`config.mk`:
```
export PLATFORM = sky130hd
export DESIGN_NAME = blocking_mailbox_top_flat
export DESIGN_NICKNAME = d
export VERILOG_FILES = /design/src/bmbx_pkg.sv /design/src/bmbx_if.sv /design/src/bmbx_ctrl.sv /design/src/bmbx_dp.sv /design/src/blocking_mailbox_top.sv /design/src/flat_wrapper.sv
export SDC_FILE = /design/constraint.sdc
export NUM_CORES = 1
export LEC_CHECK = 0
export ABC_AREA = 1
export BUFFER_PORTS_ARGS = -buffer_cell sky130_fd_sc_hd__buf_4
export CORE_UTILIZATION = 56
export DETAILED_ROUTE_END_ITERATION = 8
export GPL_TIMING_DRIVEN = 1
export PLACE_DENSITY = 0.78
export SETUP_SLACK_MARGIN = 0.15
export SLEW_MARGIN = 25
export SYNTH_ARGS = -nofsm -noshare
export SYNTH_HDL_FRONTEND = slang
export SYNTH_HIERARCHICAL = 1
export SYNTH_SLANG_ARGS = --single-unit
```
`constraint.sdc`:
```
create_clock -name clk -period 4.16 [get_ports clk]
set_clock_uncertainty 0.15 [all_clocks]
set_input_delay 0 -clock clk [delete_from_list [all_inputs] [get_ports clk]]
set_output_delay 0 -clock clk [all_outputs]
set_load 0.05 [all_outputs]
```
`src/bmbx_pkg.sv`:
```
`default_nettype none

package bmbx_pkg;

	localparam int unsigned STATUS_W = 3;

	typedef enum logic [STATUS_W-1:0] {
		ST_QUEUED    = 3'd0,
		ST_HANDED    = 3'd1,
		ST_DELIVERED = 3'd2,
		ST_BLOCKED   = 3'd3,
		ST_FULL      = 3'd4
	} status_t;

	// Commands from the controller to the datapath.
	typedef struct packed {
		logic accept;
		logic load;
	} ctl_cmd_t;

endpackage

`default_nettype wire

```
`src/bmbx_if.sv`:
```
`default_nettype none

interface bmbx_req_if #(
	parameter int unsigned MSG_W = 32,
	parameter int unsigned TID_W = 8
);
	logic             valid;
	logic             ready;
	logic             operation;
	logic [MSG_W-1:0] message;
	logic [TID_W-1:0] thread_id;

	modport source (output valid, operation, message, thread_id, input ready);
	modport sink   (input valid, operation, message, thread_id, output ready);
endinterface

interface bmbx_rsp_if #(
	parameter int unsigned MSG_W = 32,
	parameter int unsigned TID_W = 8,
	parameter int unsigned CNT_W = 5
);
	logic             valid;
	logic             ready;
	logic [2:0]       status;
	logic [TID_W-1:0] out_thread;
	logic [MSG_W-1:0] out_message;
	logic [CNT_W-1:0] message_count;

	modport source (output valid, status, out_thread, out_message, message_count,
		input ready);
	modport sink   (input valid, status, out_thread, out_message, message_count,
		output ready);
endinterface

`default_nettype wire

```
`src/bmbx_ctrl.sv`:
```
`default_nettype none

module bmbx_ctrl
	import bmbx_pkg::*;
(
	input  wire logic     clk,
	input  wire logic     arst_n,
	input  wire logic     req_valid,
	output logic          req_ready,
	output logic          rsp_valid,
	input  wire logic     rsp_ready,
	output ctl_cmd_t      cmd
);

	typedef enum logic [2:0] {
		S_IDLE = 3'b001,
		S_EXEC = 3'b010,
		S_DONE = 3'b100
	} state_t;

	state_t state_q, state_d;
	logic   accept;

	// A waiting result that is being taken frees the block for the next beat.
	assign req_ready  = (state_q == S_IDLE) || ((state_q == S_DONE) && rsp_ready);
	assign accept     = req_valid && req_ready;
	assign rsp_valid  = (state_q == S_DONE);
	assign cmd.accept = accept;
	assign cmd.load   = (state_q == S_EXEC);

	always_comb begin
		state_d = state_q;
		unique case (state_q)
			S_IDLE: begin
				if (accept) state_d = S_EXEC;
			end
			S_EXEC: begin
				state_d = S_DONE;
			end
			S_DONE: begin
				if (accept) state_d = S_EXEC;
				else if (rsp_ready) state_d = S_IDLE;
			end
			default: begin
				state_d = S_IDLE;
			end
		endcase
	end

	always_ff @(posedge clk or negedge arst_n) begin
		if (!arst_n) begin
			state_q <= S_IDLE;
		end else begin
			state_q <= state_d;
		end
	end

	a_no_accept_in_exec: assert property (@(posedge clk) disable iff (!arst_n)
		(state_q == S_EXEC) |-> !accept)
		else $error("beat accepted while an operation is in flight");

	a_result_follows: assert property (@(posedge clk) disable iff (!arst_n)
		accept |=> ##1 rsp_valid)
		else $error("result not presented two cycles after acceptance");

endmodule

`default_nettype wire

```
`src/bmbx_dp.sv`:
```
`default_nettype none

module bmbx_dp
	import bmbx_pkg::*;
#(
	parameter int unsigned MSG_DEPTH    = 16,
	parameter int unsigned WAITER_DEPTH = 16,
	parameter int unsigned MSG_W        = 32,
	parameter int unsigned TID_W        = 8,
	parameter int unsigned CNT_W        = 5
) (
	input  wire logic             clk,
	input  wire logic             arst_n,
	input  wire ctl_cmd_t         cmd,
	input  wire logic             operation,
	input  wire logic [MSG_W-1:0] message,
	input  wire logic [TID_W-1:0] thread_id,
	output logic [STATUS_W-1:0]   status,
	output logic [TID_W-1:0]      out_thread,
	output logic [MSG_W-1:0]      out_message,
	output logic [CNT_W-1:0]      message_count
);

	localparam int unsigned MA_W   = $clog2(MSG_DEPTH);
	localparam int unsigned WA_W   = $clog2(WAITER_DEPTH);
	localparam int unsigned WCNT_W = $clog2(WAITER_DEPTH + 1);

	logic [MSG_W-1:0] msg_mem [MSG_DEPTH];
	logic [TID_W-1:0] wt_mem  [WAITER_DEPTH];

	logic [MA_W-1:0]   mhead_q, mtail_q;
	logic [CNT_W-1:0]  mfill_q, mfill_d;
	logic [WA_W-1:0]   whead_q, wtail_q;
	logic [WCNT_W-1:0] wfill_q, wfill_d;

	status_t          st_d, st_s1;
	logic             m_push, m_pop, w_push, w_pop;
	logic [MSG_W-1:0] msg_s1, mrd_s1;
	logic [TID_W-1:0] tid_s1, wrd_s1;
	logic [CNT_W-1:0] cnt_s1;

	status_t          status_q;
	logic [TID_W-1:0] thread_q;
	logic [MSG_W-1:0] message_q;
	logic [CNT_W-1:0] count_q;

	always_comb begin
		st_d   = ST_FULL;
		m_push = 1'b0;
		m_pop  = 1'b0;
		w_push = 1'b0;
		w_pop  = 1'b0;
		if (!operation) begin
			if (wfill_q != '0) begin
				st_d  = ST_HANDED;
				w_pop = 1'b1;
			end else if (mfill_q != CNT_W'(MSG_DEPTH)) begin
				st_d   = ST_QUEUED;
				m_push = 1'b1;
			end
		end else begin
			if (mfill_q != '0) begin
				st_d  = ST_DELIVERED;
				m_pop = 1'b1;
			end else if (wfill_q != WCNT_W'(WAITER_DEPTH)) begin
				st_d   = ST_BLOCKED;
				w_push = 1'b1;
			end
		end
	end

	assign mfill_d = mfill_q + CNT_W'(m_push) - CNT_W'(m_pop);
	assign wfill_d = wfill_q + WCNT_W'(w_push) - WCNT_W'(w_pop);

	always_ff @(posedge clk or negedge arst_n) begin
		if (!arst_n) begin
			mhead_q <= '0;
			mtail_q <= '0;
			mfill_q <= '0;
			whead_q <= '0;
			wtail_q <= '0;
			wfill_q <= '0;
		end else if (cmd.accept) begin
			mfill_q <= mfill_d;
			wfill_q <= wfill_d;
			if (m_push) mtail_q <= (mtail_q == MA_W'(MSG_DEPTH - 1)) ? '0 : mtail_q + 1'b1;
			if (m_pop)  mhead_q <= (mhead_q == MA_W'(MSG_DEPTH - 1)) ? '0 : mhead_q + 1'b1;
			if (w_push) wtail_q <= (wtail_q == WA_W'(WAITER_DEPTH - 1)) ? '0 : wtail_q + 1'b1;
			if (w_pop)  whead_q <= (whead_q == WA_W'(WAITER_DEPTH - 1)) ? '0 : whead_q + 1'b1;
		end
	end

	// Both heads are read on every beat; only the branch taken uses the data.
	always_ff @(posedge clk) begin
		if (cmd.accept) begin
			if (m_push) msg_mem[mtail_q] <= message;
			mrd_s1 <= msg_mem[mhead_q];
		end
	end

	always_ff @(posedge clk) begin
		if (cmd.accept) begin
			if (w_push) wt_mem[wtail_q] <= thread_id;
			wrd_s1 <= wt_mem[whead_q];
		end
	end

	always_ff @(posedge clk) begin
		if (cmd.accept) begin
			st_s1  <= st_d;
			msg_s1 <= message;
			tid_s1 <= thread_id;
			cnt_s1 <= mfill_d;
		end
	end

	always_ff @(posedge clk) begin
		if (cmd.load) begin
			status_q <= st_s1;
			count_q  <= cnt_s1;
			case (st_s1)
				ST_HANDED: begin
					thread_q  <= wrd_s1;
					message_q <= msg_s1;
				end
				ST_DELIVERED: begin
					thread_q  <= tid_s1;
					message_q <= mrd_s1;
				end
				default: begin
					thread_q  <= '0;
					message_q <= '0;
				end
			endcase
		end
	end

	assign status        = status_q;
	assign out_thread    = thread_q;
	assign out_message   = message_q;
	assign message_count = count_q;

	a_msg_fill_bound: assert property (@(posedge clk) disable iff (!arst_n)
		mfill_q <= CNT_W'(MSG_DEPTH))
		else $error("message fill beyond depth");

	a_wt_fill_bound: assert property (@(posedge clk) disable iff (!arst_n)
		wfill_q <= WCNT_W'(WAITER_DEPTH))
		else $error("waiter fill beyond depth");

	a_one_side_only: assert property (@(posedge clk) disable iff (!arst_n)
		!((mfill_q != '0) && (wfill_q != '0)))
		else $error("messages and waiters queued at the same time");

	a_handed_no_queue: assert property (@(posedge clk) disable iff (!arst_n)
		(cmd.accept && (st_d == ST_HANDED)) |=> (mfill_q == '0))
		else $error("hand-over left messages queued");

endmodule

`default_nettype wire

```
`src/blocking_mailbox_top.sv`:
```
// Channel | Dir | Fields                                             | Handshake
// req     | in  | operation, message, thread_id                      | valid/ready
// rsp     | out | status, out_thread, out_message, message_count     | valid/ready
//
// One result beat for every request beat; an accepted beat passes through EXEC, then DONE.
// A new request is taken while idle or in the cycle its predecessor's result is
// taken, so the block never takes a new beat before the last one's result is gone;
// the registered read of the message and waiter memories is why EXEC comes first.
// Reset empties both queues at once; the memories need no clearing.
// A stalled result holds, and no request is taken until it is gone.
`default_nettype none

module blocking_mailbox_top
	import bmbx_pkg::*;
#(
	parameter int unsigned MSG_DEPTH       = 16,
	parameter int unsigned WAITER_DEPTH    = 16,
	parameter int unsigned MSG_WIDTH       = 32,
	parameter int unsigned THREAD_ID_WIDTH = 8
) (
	input wire logic  clk,
	input wire logic  arst_n,
	bmbx_req_if.sink  req,
	bmbx_rsp_if.source rsp
);

	localparam int unsigned CNT_W = $clog2(MSG_DEPTH + 1);

	ctl_cmd_t cmd;

	bmbx_ctrl u_ctrl (
		.clk       (clk),
		.arst_n    (arst_n),
		.req_valid (req.valid),
		.req_ready (req.ready),
		.rsp_valid (rsp.valid),
		.rsp_ready (rsp.ready),
		.cmd       (cmd)
	);

	bmbx_dp #(
		.MSG_DEPTH    (MSG_DEPTH),
		.WAITER_DEPTH (WAITER_DEPTH),
		.MSG_W        (MSG_WIDTH),
		.TID_W        (THREAD_ID_WIDTH),
		.CNT_W        (CNT_W)
	) u_dp (
		.clk           (clk),
		.arst_n        (arst_n),
		.cmd           (cmd),
		.operation     (req.operation),
		.message       (req.message),
		.thread_id     (req.thread_id),
		.status        (rsp.status),
		.out_thread    (rsp.out_thread),
		.out_message   (rsp.out_message),
		.message_count (rsp.message_count)
	);

endmodule

`default_nettype wire

```
`src/flat_wrapper.sv`:
```
// flat-port wrapper written by rule: the top's interface ports become plain ports
module blocking_mailbox_top_flat import bmbx_pkg::*;
#(
	parameter int unsigned MSG_DEPTH       = 16,
	parameter int unsigned WAITER_DEPTH    = 16,
	parameter int unsigned MSG_WIDTH       = 32,
	parameter int unsigned THREAD_ID_WIDTH = 8
)
  (clk, arst_n, req_valid, req_operation, req_message, req_thread_id, req_ready, rsp_valid, rsp_status, rsp_out_thread, rsp_out_message, rsp_message_count, rsp_ready);
  bmbx_req_if #(.MSG_W((32)), .TID_W((8))) req_i ();
  bmbx_rsp_if #(.MSG_W((32)), .TID_W((8)), .CNT_W((5))) rsp_i ();
  input wire logic clk;
  input wire logic arst_n;
  input wire logic [$bits(req_i.valid)-1:0] req_valid;
  input wire logic [$bits(req_i.operation)-1:0] req_operation;
  input wire logic [$bits(req_i.message)-1:0] req_message;
  input wire logic [$bits(req_i.thread_id)-1:0] req_thread_id;
  output wire logic [$bits(req_i.ready)-1:0] req_ready;
  output wire logic [$bits(rsp_i.valid)-1:0] rsp_valid;
  output wire logic [$bits(rsp_i.status)-1:0] rsp_status;
  output wire logic [$bits(rsp_i.out_thread)-1:0] rsp_out_thread;
  output wire logic [$bits(rsp_i.out_message)-1:0] rsp_out_message;
  output wire logic [$bits(rsp_i.message_count)-1:0] rsp_message_count;
  input wire logic [$bits(rsp_i.ready)-1:0] rsp_ready;
  assign req_i.valid = req_valid;
  assign req_i.operation = req_operation;
  assign req_i.message = req_message;
  assign req_i.thread_id = req_thread_id;
  assign req_ready = req_i.ready;
  assign rsp_valid = rsp_i.valid;
  assign rsp_status = rsp_i.status;
  assign rsp_out_thread = rsp_i.out_thread;
  assign rsp_out_message = rsp_i.out_message;
  assign rsp_message_count = rsp_i.message_count;
  assign rsp_i.ready = rsp_ready;
  blocking_mailbox_top #(.MSG_DEPTH(MSG_DEPTH), .WAITER_DEPTH(WAITER_DEPTH), .MSG_WIDTH(MSG_WIDTH), .THREAD_ID_WIDTH(THREAD_ID_WIDTH)) u_core (.clk(clk), .arst_n(arst_n), .req(req_i), .rsp(rsp_i));
endmodule
```
# After elaboration in Yosys (flattened, before gate mapping)
# Memory sizes are Yosys's and may differ from the RTL's. A register that Yosys moved wholly into a read port is not among the register bits.
# Index checks and enable logic that the tools add are counted.
# W data, S select, Z words.
# classes
n_addsub,8
eq_ne,13
n_mux,31
reduce_logical,10
# op_table
operator,n
$pmux W32 S2,1
$mux W3,8
$add A4 B1 Y4 const B,4
$eq A4 B4 Y1 const B,4
$mux W1,16
$mux W4,4
$pmux W8 S2,1
$add A5 B1 Y5,2
$ne A5 B5 Y1 const B,2
$reduce_and A2 Y1,5
$reduce_bool A5 Y1,2
$sub A5 B1 Y5,2
$pmux W3 S3,1
$eq A3 B1 Y1 const B,2
$eq A3 B2 Y1 const B,2
$eq A3 B3 Y1 const B,1
$ne A3 B1 Y1 const B,1
$logic_and A1 B1 Y1,2
$ne A2 B2 Y1 const B,1
$logic_or A1 B1 Y1,1
# word_totals
regBits,125
mem_bits_rw,640
inputBits,45
output_inout_bits,50
word_cells,79
mem_count,2
# mem_list
memory,words,width,rd,rd_ports_with_merged_regs,wr,line,rtl
u_core.u_dp.msg_mem,16,32,1,1,1,bmbx_dp.sv:28,logic [MSG_W-1:0] msg_mem [MSG_DEPTH];
u_core.u_dp.wt_mem,16,8,1,1,1,bmbx_dp.sv:29,logic [TID_W-1:0] wt_mem [WAITER_DEPTH];

# Logic depth before layout (Yosys ltp)
# Gate-level depths: netlist of run 1.
# logic_depth
ltp_word,7
ltp_mapped,14
depth_no_buf,14

# Modules after synthesis
# The synthesis of run 1 kept the hierarchy.
# modules_own_cells
mod,n_inst,cells_each,area_each_um2,seq_area_each_um2
bmbx_dp,1,3287,34469.3,23953.0
bmbx_ctrl,1,28,198.9,76.3

# Worst setup path before layout of run 1
# Ideal clock, no wire load.
# synth_path
path_type,register to register
startpoint,register u_core.u_ctrl.state_q[1]
endpoint,"memory u_core.u_dp.msg_mem[10][0], enable pin"
setup_time_ps,421
arrival_ps,3964
required_ps,3589
setup_slack_ps,-375
stages_incl_launch_ff,10
path_buffers,3
period_less_slack_ps,4535
cell_sequence,dfrtp_1 -> nor2_2 -> nand2_2 -> o21ai_2 -> and2_1 -> buf_4 -> clkbuf_1 -> buf_2 -> nand3_1 -> nor2_1
# synth_via
elab_chain_len,6
word_cells_on_any_way,7
cone_classes,eq/ne (2); mux (2); reduce/logical (3)
# synth_rtl
item,line,rtl
start: declaration,bmbx_ctrl.sv:21,"state_t state_q, state_d;"
start signal: assignment,bmbx_ctrl.sv:54,state_q <= state_d;
$eq A3 B3 Y1,bmbx_ctrl.sv:25,assign req_ready = (state_q == S_IDLE) || ((state_q == S_DONE) && rsp_ready);
$logic_and A1 B1 Y1,bmbx_ctrl.sv:25,
$logic_or A1 B1 Y1 *,bmbx_ctrl.sv:25,
net req_ready,flat_wrapper.sv:18,output wire logic [$bits(req_i.ready)-1:0] req_ready;
$logic_and A1 B1 Y1 *,bmbx_ctrl.sv:26,assign accept = req_valid && req_ready;
net u_core.u_ctrl.accept,bmbx_ctrl.sv:22,logic accept;
$mux W1 *,bmbx_dp.sv:95,if (cmd.accept) begin
$mux W1 (not written as such) *,bmbx_dp.sv:96,if (m_push) msg_mem[mtail_q] <= message;
end: declaration,bmbx_dp.sv:28,
# Mark *: on every way through the listed nets, which the timed path passes. The rest lies on a longest branch.

==> impl_metrics.toml, run 1 <==
[worst_setup_path]
endpoint_kind = "flop"
slowest_stage = "nor2_4"
worst-r2r-setup-slack_ns = 1.00
startpoint_type = "flop"
crit_path_max_fanout = 21
cp_cell_sequence = "inv_1 > nor2_1 > nand2_1 > o21ai_2 > and2_4 > nand2_1 > inv_1 > nand2_1 > nor2_4 > buf_4"
path_buf_inv = 3
crit_required_ns = 4.31
path_class = "reg2reg"
cp.arrival_ns = 3.30
path_delay_family = "simple AND/OR/NAND/NOR gates"
r2r-end = "u_core/u_dp/msg_mem[15][21]"
crit_top_cell = "nand2_1"
worstRegToRegCells = 10
max_stage_delay_ns = 0.60
timing.rr.start = "u_core/u_ctrl/state_q[0]"

[yosys]
yosysUniqueCellTypes = 31
synth_top_cell_area_share_pct = 67.2
synth_largest_area_cell = "edfxtp_1"
syn-num-nets = 3382
synth_enable_flop_cells = 776
synth_warnings = 6
synth_area_mm2 = 0.0347
synth_ff_type = "edfxtp_1"
synth.ff_latch_count = 805
async_reset_ff_share_pct = 3.60
synthCells = 3315
ys_top_cells_by_area = "edfxtp_1 (67%), nand2_1 (11%), inv_1 (7.4%), nand3_1 (6.9%), dfrtp_1 (2.0%)"
avgSynthCellArea_um2 = 10.5
ys_seq_area_share_pct = 69.3

[pwr]
peakVddDrop_mv = 0.530
power_leakage_nw = 17.0
p_total_w = 0.0232
powerDensity_mw_per_mm2 = 592

[grt]
grt.total_usage_pct = 24.8
antenna_found_initial = 4
grt_max_degree = 150
grt_pass1_vias = 22400
overflow = 0
grt_pass1_wl_um = 121000

[timing]
holdWs_ns = 0.0412
period_needed_ns = 3.16
tightest_slew_ns = 1.05
slew_headroom_pct = 29.9
fmax_mhz = 317
setup_viol = 0
rsz0062_at_grt = "false"
setup-tns-final_ns = 0
min_period_over_period_pct = 75.9
slew_violations = 0
hold_viol = 0

[clock_tree]
cts_tree = "yes"
cts_max_level = 3
post_cts_buffers = 0
cts_sinks = 805
clkLatencyLatePin_ns = 0.63
cts_root_buf = "clkbuf_16"
cts_max_path_buffers = 3
numCtsBuffers = 81
cts.clk_slew.worst_paths_ns = 0.06

[die]
die_area_mm2 = 0.0629
die_w_um = 251
initial_core_util_pct = 57.0
coreArea_mm2 = 0.0608
die_h_um = 251
top_level_ports = 95
num_rows = 90

[finish]
nFillCells = 4395
num-nets-final = 3504
multi_input_area_mm2 = 0.00740
fin_util_pct = 64.4
fin_area_mm2 = 0.0392
area_growth_pct = 13.0
regArea_mm2 = 0.0240
drive_gt1_share_pct = 8.14

[drt]
first_pass_iters = 6
vias_per_cell = 5.33
via_count = 22800
route.detailed.drc = 0
detail_route.wl_per_cell_um = 18.0
drt_wl_total_um = 76900
dr.first_iter.drc_count = 2371
ant_nets = 0

[worst_hold_path]
worstHoldStart = "req_valid"
min_to = "u_core/u_ctrl/state_q[1]"
hold_class = "in2reg"
min_path_cells = 3

[job]
drv_cap = 0

[place]
hpwl_um = 42800
gp_congestion = 0.810
placed_area_mm2 = 0.0362
portBuffers = 94

[status]
outcome = "complete, no violations"
-- layout make-up --
| type | instances | share of cell area [%] |
|---|---|---|
| antenna | 1 | 0.00639 |
| multi-input combinational | 1677 | 18.9 |
| timing repair buffer | 180 | 4.17 |
| clock buffer | 99 | 5.45 |
| tap | 782 | 2.50 |
| sequential | 805 | 61.4 |
| inverter | 692 | 6.66 |
| clock inverter | 48 | 0.930 |
-- report_power, final --
group          internal [W]  leakage (nW)  switching [W]  total (W)
sequential          0.00966          7.38       0.000260    0.00992
combinational       0.00180          8.38        0.00457    0.00637
clock               0.00391          1.22        0.00299    0.00689
-- flip-flops by register name (all words and copies together), names as in the netlist, 4 cells and up --
register,count
u_core/u_dp/msg_mem,512
u_core/u_dp/wt_mem,128
u_core/u_dp/mrd_s1,32
u_core/u_dp/msg_s1,32
u_core/u_dp/out_message,32
u_core/u_dp/out_thread,8
u_core/u_dp/tid_s1,8
u_core/u_dp/wrd_s1,8
u_core/u_dp/cnt_s1,5
u_core/u_dp/message_count,5
u_core/u_dp/mfill_q,5
u_core/u_dp/wfill_q,5
u_core/u_dp/mhead_q,4
u_core/u_dp/mtail_q,4
u_core/u_dp/whead_q,4
u_core/u_dp/wtail_q,4
-- tightest hold or removal path: stages --
cell and delay (ns):
dlygate4sd3_1 0.53, buf_4 0.11, and2_1 0.13
-- cell usage in the layout (no fill, tap or decap), types with 2 or more instances in the layout --
cell              n
nor2_1           24
inv_6             4
xnor2_1           3
clkbuf_8          2
xor2_1            3
clkbuf_1         15
nand2_1        1051
buf_12           12
buf_4           122
edfxtp_1        776
nand3_1         476
dfrtp_2           2
and2_1            3
dfrtp_1          24
dfrtp_4           2
nand3b_1          3
dlygate4sd3_1    45
clkinvlp_4        2
bufinv_16         4
nor2_4           18
clkinv_1         27
clkbuf_16        82
nand2_2           3
nor2_2            4
clkinv_8          3
inv_2             6
clkinv_2         12
inv_1           680
o21ai_0          56
ha_1             20
a21oi_1           3
fa_1              2
-- how the worst max path moves through the flow --
stage	from	endpoint	slack [ns]	cells past startpoint
2_1_floorplan	u_core/u_ctrl/state_q[1]	u_core/u_dp/msg_mem[11][0]	-0.24	10
3_3_place_gp	u_core/u_ctrl/state_q[0]	u_core/u_dp/msg_mem[15][24]	1.11	10
3_5_place_dp	u_core/u_ctrl/state_q[0]	u_core/u_dp/msg_mem[15][24]	1.05	10
4_1_cts	u_core/u_ctrl/state_q[0]	u_core/u_dp/msg_mem[15][27]	1.04	10
5_1_grt	u_core/u_ctrl/state_q[0]	u_core/u_dp/msg_mem[15][20]	0.86	10
6_report	u_core/u_ctrl/state_q[0]	u_core/u_dp/msg_mem[15][21]	1.00	10
-- cell usage after synthesis (4+ instances only) --
| master | n |
|---|---|
| ha_1 | 20 |
| nand3_1 | 477 |
| buf_6 | 13 |
| nand2_1 | 1051 |
| and2_1 | 4 |
| o21ai_0 | 56 |
| buf_2 | 80 |
| inv_1 | 683 |
| clkbuf_1 | 25 |
| edfxtp_1 | 776 |
| nor2_2 | 4 |
| nor2_1 | 42 |
| buf_4 | 14 |
| buf_1 | 9 |
| dfrtp_1 | 28 |
| inv_2 | 5 |
-- cell families after synthesis --
group	count (synthesis)	share of synthesized area (%)
AO/OA/AOI/OAI	63	0.931
XOR/XNOR	6	0.152
adder cells (fa/ha/maj)	22	0.837
buffers and inverters	833	9.75
flip-flops	805	69.3
AND/OR/NAND/NOR	1586	19.0
-- stage by stage --
step	worst slack, ns	cells
floorplan	-0.244	3315
global placement	1.11	4089
detailed placement	1.05	4089
CTS	1.04	4282
global route	0.856	4283
finish	1.00	4284
-- per-layer routing --
metal / share of wire, % / wire length, um / global-route usage [%] / vias up
li1: - / - / - / 10800
met1: 40 / 30600 / 33.0 / 10900
met2: 50 / 38200 / 41.5 / 972
met3: 7.9 / 6050 / 4.13 / 159
met4: 2.6 / 2020 / 8.59 / 8
met5: 0.066 / 51 / 0 / -
-- timing repair --
| action | in CTS | in global routing |
|---|---|---|
| endpoints found under the hold margin | 746 | 0 |
| endpoints found under the setup margin | 0 | 0 |
| hold buffers | 46 | 0 |
| resized for setup | 0 | 0 |
(Power assumes the default switching activity.)
==> run 2, diff against run 1 <==
ABC_AREA = 0   (was 1)
clock period = 2.6 ns   (was 4.16 ns; I/O delays follow)
==> run 2 against run 1 <==
  * Sequential power increased by 61%
  * Die area shrank 10%
  * The run now ends with negative setup slack left
  * Wire length is 23% higher
  * Fmax fell by 2.1%
  * Flip-flop and latch count stayed put
  * Non-clock buffer count increased by 235
  * Final area grew 2.5%
==> impl_metrics.toml, run 2 <==
[finish]
nFillCells = 2664
antenna_cells = 0
top_register = "u_core/u_dp/msg_mem"
regArea_mm2 = 0.0240
mostFrequentLayoutCells = "edfxtp_1 (776), buf_4 (174), mux4_2 (120)"
num-nets-final = 2010
multi_input_area_mm2 = 0.00714
largestRegisters = "u_core/u_dp/msg_mem: 512 flops, u_core/u_dp/wt_mem: 128 flops"
drive_gt1_share_pct = 40.0
fin_util_pct = 74.0
fin_cells = 2697
area_growth_pct = 29.5
final_common_cell = "edfxtp_1"
largest_register_ffs = 512

[yosys]
syn-num-nets = 1592
synth_largest_area_cell = "edfxtp_1"
avgSynthCellArea_um2 = 20.3
yosys-top-cells-count = "edfxtp_1 (776), mux4_2 (120), mux2_2 (86)"
synth_enable_flop_cells = 776
synth_area_mm2 = 0.0310
ys_top_cells_by_area = "edfxtp_1 (75%), mux4_2 (8.7%), mux2_2 (3.1%), dfrtp_1 (2.3%), a221o_1 (1.3%)"
ys_seq_area_share_pct = 77.5
synthCells = 1525
synth_ff_type = "edfxtp_1"
synth_top_cell_area_share_pct = 75.1
yosysMostFrequentCell = "edfxtp_1"
synth_warnings = 6
async_reset_ff_share_pct = 3.60
yosysUniqueCellTypes = 48
synth.ff_latch_count = 805

[grt]
grt.total_usage_pct = 30.7
antenna_found_initial = 2
overflow = 0
grt_pass1_wl_um = 123000
grt_max_degree = 56
grt_pass1_vias = 18100

[worst_setup_path]
cp_cell_sequence = "inv_2 > ha_4 > or4b_4 > a311oi_4 > buf_4 > buf_6 > buf_6 > nand2_8 > nor3_4 > buf_6 > buf_6 > and2_4 > buf_12"
endpoint_kind = "flop"
slowest_stage = "or4b_4"
crit_path_max_fanout = 11
cp.arrival_ns = 3.43
path_class = "reg2reg"
crit_required_ns = 2.80
max_stage_delay_ns = 0.48
startpoint_type = "flop"
crit_top_cell = "buf_6"

[pwr]
internal_power_w = 0.0268
swShare_pct = 32.0
powerDensity_mw_per_mm2 = 980
p_sw_w = 0.0126
peakVddDrop_mv = 0.705
p_clk_share_pct = 28.6
seq_power_share_pct = 40.8
pwr-share-comb_pct = 30.6
power_leakage_nw = 13.5

[clock_tree]
cts_max_level = 3
clkLatencyLatePin_ns = 0.66
numCtsBuffers = 80
cts_tree = "yes"
cts_sinks = 805
cts_root_buf = "clkbuf_16"
cts_max_path_buffers = 3
cts.clk_slew.worst_paths_ns = 0.07

[drt]
via_count = 18500
ant_nets = 0
dr.first_iter.drc_count = 2939
route.detailed.drc = 0
detail_route.wl_per_cell_um = 35.0
drt_wl_total_um = 94400
first_pass_iters = 5
vias_per_cell = 6.87

[place]
portBuffers = 94
dp_cells = 2366
gp_congestion = 0.800
hpwl_um = 40700
preCtsSetupSlack_ns = -0.559

[die]
die_w_um = 237
initial_core_util_pct = 57.2
num_rows = 85
die_area_mm2 = 0.0563
coreArea_mm2 = 0.0542
die_h_um = 237
top_level_ports = 95

[timing]
slew_violations = 0
setup_ws_ns = -0.624
rsz0062_at_grt = "true"
hold_viol = 0
min_period_over_period_pct = 124
tightest_slew_ns = 1.20
period_needed_ns = 3.22
slew_headroom_pct = 19.5
setup-tns-final_ns = -242.83
fmax_mhz = 310
setup_viol = 525

[job]
drv_cap = 0

[status]
violations = "negative setup slack"
outcome = "complete, but fails checks"

[worst_hold_path]
hold_class = "in2reg"
[run 2: path summary, 6_finish.rpt]
check / from / end / slack [ns] / cells past startpoint
min in group asynchronous: arst_n / u_core/u_ctrl/state_q[0] / 0.26 / 3
hold reg to reg: u_core/u_dp/cnt_s1[0] / u_core/u_dp/message_count[0] / 0.27 / 0
hold / removal: req_thread_id[6] / u_core/u_dp/wt_mem[2][6] / 0.08 / 2
max in group asynchronous: arst_n / u_core/u_dp/wfill_q[4] / 1.80 / 4
setup reg to reg: u_core/u_dp/wfill_q[3] / u_core/u_dp/msg_mem[6][22] / -0.62 / 13
setup / recovery: u_core/u_dp/wfill_q[3] / u_core/u_dp/msg_mem[6][22] / -0.62 / 13
[run 2: kinds of logic (layout without fill, tap and decap cells)]
kind of cell / Yosys count / count (layout) / synth area share (%)
flip-flops: 805 / 805 / 77.5
multiplexers: 209 / 209 / 11.9
AO/OA/AOI/OAI: 195 / 195 / 4.91
AND/OR/NAND/NOR: 146 / 146 / 2.58
buffers and inverters: 135 / 611 / 1.79
adder cells (fa/ha/maj): 22 / 22 / 0.936
XOR/XNOR: 13 / 13 / 0.367
[run 2: power by group through the flow]
stage / logic, W / registers (W) / clock network [W]
global route: 0.0124 / 0.0161 / 0.0118
floorplan: 0.00635 / 0.0163 / 0
finish: 0.0120 / 0.0160 / 0.0113
detailed placement: 0.00978 / 0.0162 / 0
global placement: 0.00955 / 0.0162 / 0
CTS: 0.0101 / 0.0160 / 0.0109
[run 2: final cells by class]
cell class | count | area share (%)
Clock buffer | 98 | 5.29
Clock inverter | 42 | 0.776
Sequential cell | 805 | 59.9
Timing Repair Buffer | 415 | 13.6
Inverter | 56 | 0.524
Tap cell | 696 | 2.17
Multi-Input combinational cell | 585 | 17.8
[run 2: through the flow]
step | area (um^2) | power [W] | hold slack (ns)
final | 40100 | 0.0393 | 0.0772
after global routing | 40100 | 0.0402 | 0.0750
after CTS | 38900 | 0.0371 | 0.0696
after detailed placement | 34200 | 0.0260 | -0.156
after global placement | 34200 | 0.0258 | -0.156
after floorplan | 31400 | 0.0227 | -0.446
[run 2: worst max-delay path: cells and delay by family, from the launching register on]
family          cells  cell delay, ns
fa+ha+maj           1            0.13
compound gates      1            0.24
flops               1            0.40
simple gates        4            1.07
buf+inv             7            0.95
[run 2: what timing repair did]
action	in CTS	in global routing
setup buffers	65	42
endpoints found under the hold margin	727	0
gates resized for setup	94	102
setup endpoints to repair	658	723
cloned	29	8
hold buffers	47	0
pin swaps	10	39
[run 2: routing by layer]
| layer | vias up | GRT usage, % | part of all wire, % |
|---|---|---|---|
| met1 | 9399 | 39.3 | 34 |
| met3 | 382 | 7.19 | 11 |
| met5 | - | 0 | 0.038 |
| met2 | 1644 | 50.8 | 49 |
| met4 | 4 | 13.2 | 6.4 |
| li1 | 7107 | - | - |
